[config.mk]
export PLATFORM = sky130hd
export DESIGN_NAME = delay_wakeup_timer_table
export DESIGN_NICKNAME = d
export VERILOG_FILES = /design/src/sv/dwt_pkg.sv /design/src/sv/dwt_ctrl.sv /design/src/sv/dwt_datapath.sv /design/src/sv/delay_wakeup_timer_table.sv
export VERILOG_INCLUDE_DIRS = /design/src /design/src/sv
export SDC_FILE = /design/constraint.sdc
export NUM_CORES = 2
export LEC_CHECK = 0
export ABC_AREA = 0
export BUFFER_PORTS_ARGS = -buffer_cell sky130_fd_sc_hd__buf_2
export CAP_MARGIN = 20
export CORE_MARGIN = 1.5
export CORE_UTILIZATION = 35
export CTS_CLUSTER_SIZE = 25
export DETAILED_ROUTE_END_ITERATION = 12
export HOLD_SLACK_MARGIN = 0.06
export PLACE_DENSITY = 0.48
export SLEW_MARGIN = 10
export SYNTH_ARGS = -nofsm -noshare
export SYNTH_HDL_FRONTEND = slang
export SYNTH_SLANG_ARGS = --single-unit
[constraint.sdc]
create_clock -name clk -period 7.95 [get_ports clk]
set_input_delay 1.59 -clock clk [delete_from_list [all_inputs] [get_ports clk]]
set_output_delay 1.59 -clock clk [all_outputs]
set_load 0.01 [all_outputs]
[src/sv/delay_wakeup_timer_table_defines.svh]
// ----------------------------------------------------------------------------
// Delay wakeup timer table: assertion macros
// Shared concurrent assertion forms, reset-qualified on an active-low reset.
// ----------------------------------------------------------------------------
`ifndef DELAY_WAKEUP_TIMER_TABLE_DEFINES_SVH
`define DELAY_WAKEUP_TIMER_TABLE_DEFINES_SVH

// same-cycle implication
`define DWT_ASSERT_IMP(lbl, clk_i, rst_ni, ante, cons, msg) \
	lbl: assert property (@(posedge clk_i) disable iff (!rst_ni) (ante) |-> (cons)) \
		else $error(msg);

// next-cycle implication
`define DWT_ASSERT_NXT(lbl, clk_i, rst_ni, ante, cons, msg) \
	lbl: assert property (@(posedge clk_i) disable iff (!rst_ni) (ante) |=> (cons)) \
		else $error(msg);

`endif

[src/sv/dwt_pkg.sv]
// ----------------------------------------------------------------------------
// dwt_pkg
// Transaction types, codes and controller/datapath interface structs.
// ----------------------------------------------------------------------------
`default_nettype none

package dwt_pkg;

	localparam int MS_WRAP  = 1000;
	localparam int SEC_WRAP = 60;

	localparam logic [1:0] OP_DELAY = 2'd0;
	localparam logic [1:0] OP_TIME  = 2'd1;
	localparam logic [1:0] OP_TICK  = 2'd2;

	localparam logic [1:0] KIND_ACK    = 2'd0;
	localparam logic [1:0] KIND_TIME   = 2'd1;
	localparam logic [1:0] KIND_REJECT = 2'd2;
	localparam logic [1:0] KIND_WAKE   = 2'd3;

	typedef struct packed {
		logic [1:0]  operation;
		logic [7:0]  requester_id;
		logic [30:0] delay_ticks;
	} req_item_t;

	typedef struct packed {
		logic [1:0]  reply_kind;
		logic [7:0]  target_id;
		logic [9:0]  millis;
		logic [5:0]  seconds;
		logic [15:0] minutes;
		logic        last_of_run;
	} rsp_item_t;

	typedef enum logic [1:0] {
		ST_IDLE,
		ST_DISPATCH,
		ST_SCAN,
		ST_FLUSH
	} ctrl_state_t;

	// what the latched request needs
	typedef enum logic [1:0] {
		CLS_DROP,
		CLS_PUSH,
		CLS_REPLY,
		CLS_TICK
	} op_class_t;

	typedef struct packed {
		logic latch_in;
		logic push;
		logic emit;
		logic start_tick;
		logic scan_step;
		logic flush;
	} cmd_t;

	typedef struct packed {
		op_class_t op_class;
		logic      out_free;
		logic      issue_done;
		logic      s1_valid;
		logic      s1_wake;
	} status_t;

endpackage

`default_nettype wire

[src/sv/dwt_ctrl.sv]
// ----------------------------------------------------------------------------
// dwt_ctrl
// Sequencer: accepts one request, dispatches it, runs the slot scan on ticks.
// ----------------------------------------------------------------------------
`default_nettype none

module dwt_ctrl (
	input  wire             clk,
	input  wire             arst_n,
	input  wire             req_valid,
	output logic            req_stall,
	input  dwt_pkg::status_t st,
	output dwt_pkg::cmd_t   cmd
);
	import dwt_pkg::*;

	ctrl_state_t state_q, state_nxt;
	logic        scan_hold;

	// a wake can only leave s1 when the output register can take the held result
	assign scan_hold = st.s1_valid && st.s1_wake && !st.out_free;

	always_ff @(posedge clk or negedge arst_n) begin
		if (!arst_n) begin
			state_q <= ST_IDLE;
		end else begin
			state_q <= state_nxt;
		end
	end

	always_comb begin
		state_nxt = state_q;
		unique case (state_q)
			ST_IDLE: begin
				if (req_valid) state_nxt = ST_DISPATCH;
			end
			ST_DISPATCH: begin
				unique case (st.op_class)
					CLS_DROP:  state_nxt = ST_IDLE;
					CLS_PUSH:  state_nxt = ST_IDLE;
					CLS_REPLY: if (st.out_free) state_nxt = ST_IDLE;
					CLS_TICK:  state_nxt = ST_SCAN;
					default:   state_nxt = ST_IDLE;
				endcase
			end
			ST_SCAN: begin
				if (st.issue_done && !st.s1_valid) state_nxt = ST_FLUSH;
			end
			ST_FLUSH: begin
				if (st.out_free) state_nxt = ST_IDLE;
			end
			default: state_nxt = ST_IDLE;
		endcase
	end

	always_comb begin
		cmd       = '0;
		req_stall = 1'b1;
		unique case (state_q)
			ST_IDLE: begin
				req_stall    = 1'b0;
				cmd.latch_in = req_valid;
			end
			ST_DISPATCH: begin
				cmd.push       = st.op_class == CLS_PUSH;
				cmd.emit       = st.op_class == CLS_REPLY && st.out_free;
				cmd.start_tick = st.op_class == CLS_TICK;
			end
			ST_SCAN: begin
				cmd.scan_step = !scan_hold;
			end
			ST_FLUSH: begin
				cmd.flush = st.out_free;
			end
			default: begin
				req_stall = 1'b1;
			end
		endcase
	end

endmodule

`default_nettype wire

[src/sv/dwt_datapath.sv]
// ----------------------------------------------------------------------------
// dwt_datapath
// Clock counters, slot memories, free-slot stack, scan stage and output register.
// ----------------------------------------------------------------------------
`default_nettype none

module dwt_datapath #(
	parameter int SLOTS = 32
) (
	input  wire                clk,
	input  wire                arst_n,
	input  dwt_pkg::cmd_t      cmd,
	output dwt_pkg::status_t   st,
	input  dwt_pkg::req_item_t req,
	output logic               rsp_valid,
	input  wire                rsp_stall,
	output dwt_pkg::rsp_item_t rsp
);
	import dwt_pkg::*;

	localparam int IDX_W = (SLOTS > 1) ? $clog2(SLOTS) : 1;
	localparam int CNT_W = $clog2(SLOTS + 1);

	// slot memories and free stack
	logic [7:0]       owner_mem [SLOTS];
	logic [30:0]      rem_mem   [SLOTS];
	logic [IDX_W-1:0] fs_mem    [SLOTS];

	req_item_t        in_q;
	logic [9:0]       ms_q;
	logic [5:0]       sec_q;
	logic [15:0]      min_q;
	logic [CNT_W-1:0] used_q;
	logic [SLOTS-1:0] occ_q;
	logic [SLOTS-1:0] fs_vld_q;
	logic [IDX_W-1:0] fs_rd_q;
	logic             fs_rd_vld_q;

	logic [CNT_W-1:0] issue_q;
	logic             s1_valid;
	logic             occ_s1;
	logic [IDX_W-1:0] idx_s1;
	logic [7:0]       owner_s1;
	logic [30:0]      rem_s1;

	logic [1:0]       pend_kind_q;
	logic [7:0]       pend_id_q;
	logic             rsp_valid_q;
	rsp_item_t        rsp_q;

	logic             full;
	logic             issue_done;
	logic             read_en;
	logic             s1_live;
	logic             wake_do;
	logic [IDX_W-1:0] push_slot;
	logic [IDX_W-1:0] used_idx;
	logic [CNT_W-1:0] used_dec;
	logic [IDX_W-1:0] issue_idx;
	logic             rem_we;
	logic [IDX_W-1:0] rem_waddr;
	logic [30:0]      rem_wdata;
	logic             out_free;
	op_class_t        op_class;

	assign full       = used_q == CNT_W'(SLOTS);
	assign issue_done = issue_q == CNT_W'(SLOTS);
	assign issue_idx  = issue_q[IDX_W-1:0];
	assign used_idx   = used_q[IDX_W-1:0];
	assign used_dec   = used_q - CNT_W'(1);
	assign read_en    = cmd.scan_step && !issue_done;
	assign s1_live    = cmd.scan_step && s1_valid && occ_s1;
	assign wake_do    = s1_live && rem_s1 == 31'd1;
	// a never-written stack entry is taken to hold its own index
	assign push_slot  = fs_rd_vld_q ? fs_rd_q : used_idx;
	assign out_free   = !rsp_valid_q || !rsp_stall;

	always_comb begin
		if (in_q.requester_id == 8'd0) begin
			op_class = CLS_DROP;
		end else begin
			case (in_q.operation)
				OP_DELAY: op_class = (in_q.delay_ticks == 31'd0 || full) ? CLS_REPLY : CLS_PUSH;
				OP_TIME:  op_class = CLS_REPLY;
				OP_TICK:  op_class = CLS_TICK;
				default:  op_class = CLS_DROP;
			endcase
		end
	end

	always_comb begin
		st            = '0;
		st.op_class   = op_class;
		st.out_free   = out_free;
		st.issue_done = issue_done;
		st.s1_valid   = s1_valid;
		st.s1_wake    = occ_s1 && rem_s1 == 31'd1;
	end

	always_comb begin
		rem_we    = cmd.push || s1_live;
		rem_waddr = cmd.push ? push_slot : idx_s1;
		rem_wdata = cmd.push ? in_q.delay_ticks : rem_s1 - 31'd1;
	end

	always_ff @(posedge clk) begin
		if (cmd.latch_in) in_q <= req;
	end

	always_ff @(posedge clk) begin
		if (cmd.push) owner_mem[push_slot] <= in_q.requester_id;
		if (rem_we) rem_mem[rem_waddr] <= rem_wdata;
		if (wake_do) fs_mem[used_dec[IDX_W-1:0]] <= idx_s1;
		fs_rd_q <= fs_mem[used_idx];
		if (read_en) begin
			owner_s1 <= owner_mem[issue_idx];
			rem_s1   <= rem_mem[issue_idx];
			idx_s1   <= issue_idx;
		end
	end

	always_ff @(posedge clk or negedge arst_n) begin
		if (!arst_n) begin
			ms_q  <= '0;
			sec_q <= '0;
			min_q <= '0;
		end else if (cmd.start_tick) begin
			if (ms_q == 10'(MS_WRAP - 1)) begin
				ms_q <= '0;
				if (sec_q == 6'(SEC_WRAP - 1)) begin
					sec_q <= '0;
					min_q <= min_q + 16'd1;
				end else begin
					sec_q <= sec_q + 6'd1;
				end
			end else begin
				ms_q <= ms_q + 10'd1;
			end
		end
	end

	always_ff @(posedge clk or negedge arst_n) begin
		if (!arst_n) begin
			used_q      <= '0;
			occ_q       <= '0;
			fs_vld_q    <= '0;
			fs_rd_vld_q <= 1'b0;
		end else begin
			fs_rd_vld_q <= fs_vld_q[used_idx];
			if (cmd.push) begin
				used_q           <= used_q + CNT_W'(1);
				occ_q[push_slot] <= 1'b1;
			end else if (wake_do) begin
				used_q                      <= used_dec;
				occ_q[idx_s1]               <= 1'b0;
				fs_vld_q[used_dec[IDX_W-1:0]] <= 1'b1;
			end
		end
	end

	always_ff @(posedge clk or negedge arst_n) begin
		if (!arst_n) begin
			issue_q  <= '0;
			s1_valid <= 1'b0;
			occ_s1   <= 1'b0;
		end else if (cmd.start_tick) begin
			issue_q  <= '0;
			s1_valid <= 1'b0;
		end else if (cmd.scan_step) begin
			s1_valid <= !issue_done;
			if (read_en) begin
				issue_q <= issue_q + CNT_W'(1);
				occ_s1  <= occ_q[issue_idx];
			end
		end
	end

	// one result is held back so the last of a tick's run can be marked
	always_ff @(posedge clk) begin
		if (cmd.start_tick) begin
			pend_kind_q <= KIND_ACK;
			pend_id_q   <= in_q.requester_id;
		end else if (wake_do) begin
			pend_kind_q <= KIND_WAKE;
			pend_id_q   <= owner_s1;
		end
	end

	always_ff @(posedge clk or negedge arst_n) begin
		if (!arst_n) begin
			rsp_valid_q <= 1'b0;
		end else if (cmd.emit || cmd.flush || wake_do) begin
			rsp_valid_q <= 1'b1;
		end else if (!rsp_stall) begin
			rsp_valid_q <= 1'b0;
		end
	end

	always_ff @(posedge clk) begin
		if (cmd.emit) begin
			rsp_q.target_id   <= in_q.requester_id;
			rsp_q.last_of_run <= 1'b1;
			if (in_q.operation == OP_TIME) begin
				rsp_q.reply_kind <= KIND_TIME;
				rsp_q.millis     <= ms_q;
				rsp_q.seconds    <= sec_q;
				rsp_q.minutes    <= min_q;
			end else begin
				rsp_q.reply_kind <= KIND_REJECT;
				rsp_q.millis     <= '0;
				rsp_q.seconds    <= '0;
				rsp_q.minutes    <= '0;
			end
		end else if (cmd.flush || wake_do) begin
			rsp_q.reply_kind  <= pend_kind_q;
			rsp_q.target_id   <= pend_id_q;
			rsp_q.millis      <= '0;
			rsp_q.seconds     <= '0;
			rsp_q.minutes     <= '0;
			rsp_q.last_of_run <= cmd.flush;
		end
	end

	assign rsp_valid = rsp_valid_q;
	assign rsp       = rsp_q;

endmodule

`default_nettype wire

[src/sv/delay_wakeup_timer_table.sv]
// ----------------------------------------------------------------------------
// delay_wakeup_timer_table
// Multi-slot delay timer with a time-of-day counter.
// ----------------------------------------------------------------------------
// Usage:
//   req channel (req_valid/req_stall/req) carries delay, get-time and tick
//   requests; rsp channel (rsp_valid/rsp_stall/rsp) returns acknowledges,
//   time replies, rejections and wakes. last_of_run flags the final result
//   of each request.
//   One request is worked on at a time. A delay request gives no result
//   unless rejected; a get-time reply or a rejection is loaded from the
//   latched request into the output register once that register is free,
//   and the next request is taken after it. A tick's last result is loaded
//   as the block goes back to idle; the scan walks the slot memories through
//   a single read port, one slot per cycle unless a wake waits to go out.
//   Results pass through one output register; while rsp_stall is high the
//   register holds and the scan pauses at the next wake, and req_stall
//   stays high until the request in work is finished.
//   Reset clears the clock, empties every slot and restores the free stack;
//   the block comes out of reset idle and ready to take a request.
// ----------------------------------------------------------------------------
`default_nettype none
`include "delay_wakeup_timer_table_defines.svh"

module delay_wakeup_timer_table #(
	parameter int SLOTS = 32
) (
	input  wire                clk,
	input  wire                arst_n,
	input  wire                req_valid,
	output logic               req_stall,
	input  dwt_pkg::req_item_t req,
	output logic               rsp_valid,
	input  wire                rsp_stall,
	output dwt_pkg::rsp_item_t rsp
);
	import dwt_pkg::*;

	cmd_t    cmd;
	status_t st;

	dwt_ctrl u_ctrl (
		.clk       (clk),
		.arst_n    (arst_n),
		.req_valid (req_valid),
		.req_stall (req_stall),
		.st        (st),
		.cmd       (cmd)
	);

	dwt_datapath #(
		.SLOTS (SLOTS)
	) u_datapath (
		.clk       (clk),
		.arst_n    (arst_n),
		.cmd       (cmd),
		.st        (st),
		.req       (req),
		.rsp_valid (rsp_valid),
		.rsp_stall (rsp_stall),
		.rsp       (rsp)
	);

	`DWT_ASSERT_NXT(a_one_in_flight, clk, arst_n, req_valid && !req_stall, req_stall, "request accepted while another is in work")
	`DWT_ASSERT_IMP(a_wake_has_room, clk, arst_n, cmd.scan_step && st.s1_valid && st.s1_wake, st.out_free, "wake overwrote an undelivered result")
	`DWT_ASSERT_IMP(a_single_load, clk, arst_n, 1'b1, $onehot0({cmd.emit, cmd.flush, cmd.scan_step && st.s1_valid && st.s1_wake}), "two output loads in one cycle")

endmodule

`default_nettype wire

# After elaboration in Yosys (flattened, before gate mapping)
# Memories as Yosys holds them, arrays and structs flattened. A register that Yosys moved wholly into a read port is not among the register bits.
# Index checks and enable logic that the tools add are counted.
# Widths: inputs -> output; s select.
[word_totals]
romBits = 0
inputBits = 45
mem_bits_rw = 1408
latch_bits = 0
ff_bits = 212
mem_count = 3
word_cells = 156
[op_classes]
shifts = 0
mux = 51
div_mod_pow = 0
n_reduce_logical = 41
multipliers = 0
order_cmp = 8
n_bitwise = 6
n_addsub = 7
n_eq_ne = 16
[memory_table]
columns = ["name", "depth", "word_bits", "rd", "rd_ports_with_merged_regs", "wr", "line_no", "text"]
rows = [
  ["u_datapath.rem_mem", 32, 31, 1, 1, 1, "dwt_datapath.sv:26", "logic [30:0] rem_mem [SLOTS];"],
  ["u_datapath.owner_mem", 32, 8, 1, 1, 1, "dwt_datapath.sv:25", "logic [7:0] owner_mem [SLOTS];"],
  ["u_datapath.fs_mem", 32, 5, 1, 1, 1, "dwt_datapath.sv:27", "logic [IDX_W-1:0] fs_mem [SLOTS];"],
]
[ops]
columns = ["op", "count"]
rows = [
  ["$mux 32", 3],
  ["$mux 43", 2],
  ["$or 32x32->32", 2],
  ["$mux 6", 6],
  ["$and 32x32->32", 1],
  ["$not 32->32", 1],
  ["$eq 31x1->1 const B", 1],
  ["$logic_not 31->1", 1],
  ["$mux 31", 1],
  ["$sub 31x1->31 const B", 1],
  ["$lt 5x6->1 const B", 5],
  ["$mux 1", 19],
  ["$add 6x1->6 const B", 3],
  ["$eq 6x6->1 const B", 3],
  ["$add 16x1->16 const B", 1],
  ["$mux 8", 2],
  ["$demux 1 s5", 3],
  ["$ge 5x1->1 const B", 3],
  ["$logic_and 1x1->1", 12],
  ["$mux 2", 6],
  ["$pmux 2 s3", 2],
  ["$add 10x1->10 const B", 1],
  ["$bmux 1 s5", 2],
  ["$eq 10x10->1 const B", 1],
  ["other kinds (18)", 47],
]

# Longest topological paths before layout
[logic_depth]
depth_word = 12
mapped_depth = 14
ltp_nobuf = 8

# Modules after synthesis
# From an unflattened synthesis, not the netlist that was laid out.
[unflattened]
hier_cells = 3206
area_unflattened_um2 = 65616.7
[modules_own_cells]
columns = ["module", "area_per_inst_um2", "seq_area_each_um2", "n_inst", "cells_each"]
rows = [
  ["dwt_datapath", 65442.8, 49277.3, 1, 3185],
  ["dwt_ctrl", 173.9, 50.0, 1, 21],
]

# Worst setup path before layout
# Ideal clock, no wire load.
[synth_timing]
kind = "flip-flop to flip-flop"
from = "register u_datapath.used_q[0]"
to = "memory u_datapath.rem_mem[14][0], enable pin"
t_arrival_ns = 5.532
setup_ns = 0.433
stages_incl_launch_ff = 15
path_buffers = 6
synth_period_minus_slack_ns = 5.965
required_ns = 7.517
path_slack_ns = 1.985
path_cell_list = "dfrtp_1 buf_1 buf_1 inv_1 ha_1 clkbuf_1 nor2b_1 nor4b_1 a2111oi_0 or2_2 clkbuf_1 clkbuf_1 nand3_1 clkbuf_1 a22oi_1"
[synth_via]
elab_chain_len = 10
elab_cells_between_ends = 12
[synth_lines]
columns = ["element", "line_no", "text"]
rows = [
  ["from (decl)", "dwt_datapath.sv:33", "logic [CNT_W-1:0] used_q;"],
  ["from (signal assigned)", "dwt_datapath.sv:151", "used_q <= used_q + CNT_W'(1);"],
  ["from (signal assigned)", "dwt_datapath.sv:154", "used_q <= used_dec;"],
  ["$eq 6x6->1", "dwt_datapath.sv:66", "assign full = used_q == CNT_W'(SLOTS);"],
  ["$logic_or 1x1->1", "dwt_datapath.sv:83", "OP_DELAY: op_class = (in_q.delay_ticks == 31'd0 || full) ? CLS_REPLY : CLS_PUSH;"],
  ["$mux 2", "dwt_datapath.sv:83", ""],
  ["$pmux 2 s3", "dwt_datapath.sv:82", "case (in_q.operation)"],
  ["$mux 2", "dwt_datapath.sv:79", "if (in_q.requester_id == 8'd0) begin"],
  ["$eq 2x1->1", "dwt_ctrl.sv:65", "cmd.push = st.op_class == CLS_PUSH;"],
  ["$mux 3", "dwt_ctrl.sv:59", "unique case (state_q)"],
  ["$logic_or 1x1->1", "dwt_datapath.sv:101", "rem_we = cmd.push || s1_live;"],
  ["$mux 1", "dwt_datapath.sv:112", "if (rem_we) rem_mem[rem_waddr] <= rem_wdata;"],
  ["$mux 1 (not written as such)", "dwt_datapath.sv:112", ""],
  ["to (decl)", "dwt_datapath.sv:26", ""],
]
# Several ways; a longest one is shown, not always the timed one.

# Final worst setup path
[layout_timing]
from = "register u_datapath.used_q[0]"
to = "memory u_datapath.rem_mem[0][11], enable pin"
# The elaborated chain is that of the path after synthesis.

==> impl_table.tex <==
\begin{tabular}{lr}
\hline
Metric & Value \\
\hline
\multicolumn{2}{l}{\textbf{Worst hold path}} \\
Hold depth & 1 \\
Beginning of the worst hold path & u\_datapath.fs\_vld\_q[30] \\
Worst hold path endpoint & u\_datapath.fs\_vld\_q[30] \\
Hold WC Path Type & reg -> reg \\
\multicolumn{2}{l}{\textbf{Floorplanning}} \\
Number of rows in the core area & $\sim$160 \\
Number of top-level pins & 90 \\
Initial core utilization & 35.3\% \\
Die Width & 436 um \\
Y dimension of the die & 436 um \\
Area of the die & 0.190 mm\^{}2 \\
Core Footprint & roughly 0.19 mm\^{}2 \\
\multicolumn{2}{l}{\textbf{Outcome}} \\
Violated checks & antenna rules \\
Result of the run & finished with violations \\
\multicolumn{2}{l}{\textbf{Critical path}} \\
Worst-path maximum fanout & 47 \\
Required time reported for the critical path endpoint & 8.42 ns \\
R2r setup slk & 2.68 ns \\
Classification of the worst setup path & reg -> reg \\
Arrival time reported for the critical path endpoint & roughly 5.7 ns \\
CP Capture Type & flip-flop \\
Start of the worst register-to-register path & u\_datapath.used\_q[0] \\
Type of element launching the critical path & flip-flop \\
Count of cells along the worst register-to-register path & 11 \\
Worst R2R End & u\_datapath.rem\_mem[0][11] \\
\multicolumn{2}{l}{\textbf{Layout}} \\
Post-route insts no fill & 5957 \\
Area grow syn2layout & 14.6\% \\
Layout cells sized above 1 & 30.6\% \\
Number of fillers in the final layout & between 15000 and 20000 \\
Final cell area excluding filler cells & 0.0752 mm\^{}2 \\
Core occupancy in the finished layout & 40.5\% \\
Post-layout net count & 3395 \\
\multicolumn{2}{l}{\textbf{Yosys}} \\
Synth async-reset ratio & 6.85\% \\
Post-synth top area cell & edfxtp\_1 \\
Post-synth design cell area & 0.0657 mm\^{}2 \\
Distinct cells, synth & 66 \\
Fraction of synthesized cell area taken by the top area cell type & 70.6\% \\
Register area share after synthesis & 75.1\% \\
Top cells by count, synth & edfxtp\_1 (1543), mux4\_2 (460), clkbuf\_1 (120) \\
Post-synth EDFFs & 1543 \\
Dominant combinational cell family by area after synthesis & multiplexers \\
Top area cells in the synthesized netlist & edfxtp\_1 (71\%), mux4\_2 (16\%), dfrtp\_1 (4.3\%) \\
Number of warning messages in the yosys log & 0 \\
Post-synthesis share of cell area spent on and, or, nand and nor gates & 3.70\% \\
Synthesized-area fraction occupied by adder cells & less than 1\% \\
Most common cell in the synthesized netlist & edfxtp\_1 \\
Synth Area per Inst & between 20 and 25 um\^{}2 \\
Mapped Cells & 3120 \\
Area share of xor/xnor cells in the synthesized design & less than 1\% \\
FF+latch count, synth & 1664 \\
Number of nets in the synthesized netlist & 3179 \\
Complex-gate fraction of the synthesized area & 2.22\% \\
Fraction of synthesized area in multiplexers & 16.9\% \\
Commonest register cell after synthesis & edfxtp\_1 \\
\multicolumn{2}{l}{\textbf{Clock network}} \\
Clock root cell & clkbuf\_16 \\
Clock buffer depth & 3 \\
Clock latency of the later-clocked register in the worst-skew pair & about 0.80 ns \\
Clock Sinks & about 1700 \\
Total clock buffers created by CTS & 171 \\
Post-CTS Setup Bufs & 0 \\
Quantity of gates resized following cts & 0 \\
Clock transition time at the flip-flop clock pins of the worst setup and hold paths & approximately 0.060 ns \\
Max H-tree Level & 4 \\
CTS tree & done \\
\# hold bufs at CTS & 0 \\
\multicolumn{2}{l}{\textbf{STA}} \\
Slew @ Worst Pin & 1.05 ns \\
Sum of negative setup slack & 0 ns \\
Final worst-path cycle share & 66.3\% \\
Final worst path period need & 5.27 ns \\
Number of failing hold endpoints at the final stage & 0 \\
Fmax & between 150 and 200 MHz \\
Count of pins over their slew limit & 0 \\
Setup clock skew after layout & $\sim$0.022 ns \\
Worst slew slack as a fraction of its limit & between 20 and 30\% \\
RSZ-0062 raised after global routing & false \\
Setup violators final & 0 \\
\multicolumn{2}{l}{\textbf{Run}} \\
Number of maximum-capacitance constraint violations & 0 \\
\multicolumn{2}{l}{\textbf{GRT}} \\
Wire length of the first global-routing pass & 245 mm \\
Vias in the first global route & between 30000 and 40000 \\
Aggregate global-route resource usage & 17.8\% \\
Antenna violations before repair & 3 \\
Pin count of the biggest net entering global routing & 138 \\
Total congestion overflow & 0 \\
\multicolumn{2}{l}{\textbf{Routing}} \\
Routed WL per cell & $\sim$28 um \\
Total wire length after detailed routing & 170 mm \\
Antenna Nets Post-Route & 1 \\
Initial DRC count & 3272 \\
Vias & 32300 \\
First drt pass iteration count & 5 \\
Number of design rule violations left after detail routing & 0 \\
Via density per instance & 5.43 \\
\multicolumn{2}{l}{\textbf{Place}} \\
GPL Wtd Cong & 0.813 \\
Placement-stage cell area & 0.0697 mm\^{}2 \\
Quantity of I/O buffers inserted on ports & just under 90 \\
Number of placed instances, taps included & 5629 \\
HPWL Detailed & 100 mm \\
\multicolumn{2}{l}{\textbf{Power}} \\
Standby leakage power & 0.0237 uW \\
Worst voltage drop across the vdd grid & 0.000254 V \\
Power density of the placed cells & 330 mW/mm\^{}2 \\
\hline
\end{tabular}
-- kinds of logic (layout without fill, tap and decap cells) --
logic type                 count (synthesis)  after routing
DFF                                     1664           1664
muxes                                    525            525
buffers and inverters                    194            545
and+or+nand+nor                          460            460
other                                      0              6
xor gates and xnor gates                  50             50
adders and majority gates                 14             14
AOI/OAI and AO/OA                        213            213
-- worst max-delay path, cell delays in order, from the launching register on --
cell and delay (ns):
dfrtp_4 0.72, inv_1 0.23, ha_1 0.38, nor2b_1 0.20, nor4b_1 0.24, a2111oi_0 0.77, clkbuf_1 0.20, or2_2 0.27
buf_4 0.51, nand3_1 0.34, a22oi_2 0.61, buf_4 0.41
-- through the flow --
stage | total power, uW | worst slack (ns) | hold slack (ns)
6_report | 24800 | 2.68 | 0.454
5_1_grt | 25800 | 2.37 | 0.470
4_1_cts | 25200 | 2.63 | 0.462
3_5_place_dp | 17300 | 2.70 | 0.447
3_3_place_gp | 17200 | 2.86 | 0.445
2_1_floorplan | 15200 | 1.98 | 0.423
-- worst max-delay path by stage --
stage                         startpoint                         to  cells past startpoint
floorplan           u_datapath.used_q[0]  u_datapath.rem_mem[14][0]                     14
detailed placement  u_datapath.used_q[0]  u_datapath.rem_mem[0][11]                     10
CTS                 u_datapath.used_q[0]  u_datapath.rem_mem[0][22]                     10
finish              u_datapath.used_q[0]  u_datapath.rem_mem[0][11]                     11
global route        u_datapath.used_q[0]  u_datapath.rem_mem[0][22]                     11
global placement    u_datapath.used_q[0]   u_datapath.rem_mem[0][6]                     10
-- sequential cells by signal, summed over array words and instances, names as in the netlist, 8 cells and up --
signal                cells
u_datapath.fs_mem       160
u_datapath.fs_vld_q      32
u_datapath.in_q          41
u_datapath.min_q         16
u_datapath.ms_q          10
u_datapath.occ_q         32
u_datapath.owner_mem    256
u_datapath.owner_s1       8
u_datapath.pend_id_q      8
u_datapath.rem_mem      992
u_datapath.rem_s1        31
u_datapath.rsp           43
-- where the power goes --
part	switching, uW	internal [uW]	total [uW]
logic	3280	2780	6060
registers	458	10500	11000
clock network	3340	4460	7800
total	7080	17700	24800
-- routing by layer --
layer / share of wire, % / vias up / global-route usage, %
met5: 0.0077 / - / 0
met4: 2.5 / 2 / 5.01
met3: 5.6 / 271 / 3.00
met2: 49 / 1103 / 29.0
met1: 43 / 17400 / 24.8
li1: - / 13500 / -
-- layout by cell type (no fill, tap or decap), drive strengths merged, types with 6 or more instances in the layout --
master	count
inv	34
a22o	10
or4	18
buf	204
bufinv	13
o31ai	9
nor2b	9
dfrtp	114
clkbuf	221
mux2	62
xor2	21
xnor2	29
nor3	52
or2	39
nand2b	7
clkinv	67
nand2	70
a22oi	35
and3	9
dfxtp	7
nor4	23
nand4	9
a41oi	32
mux4	460
a21oi	39
nor2	101
o21ai	48
diode	6
nor3b	7
and2	36
nand3	61
clkinvlp	6
edfxtp	1543
ha	14
-- final cells by class --
class / instances / area [um^2] / share of cell area (%)
repair buffers: 207 / 1370 / 1.82
flip-flops and latches: 1664 / 49400 / 65.6
diodes: 6 / 15.0 / 0.0200
clock inverters: 90 / 887 / 1.18
inverters: 30 / 113 / 0.150
multi-input cells: 1262 / 15900 / 21.1
clock buffers: 218 / 4530 / 6.02
well taps: 2480 / 3100 / 4.12
(Power assumes the default switching activity.)
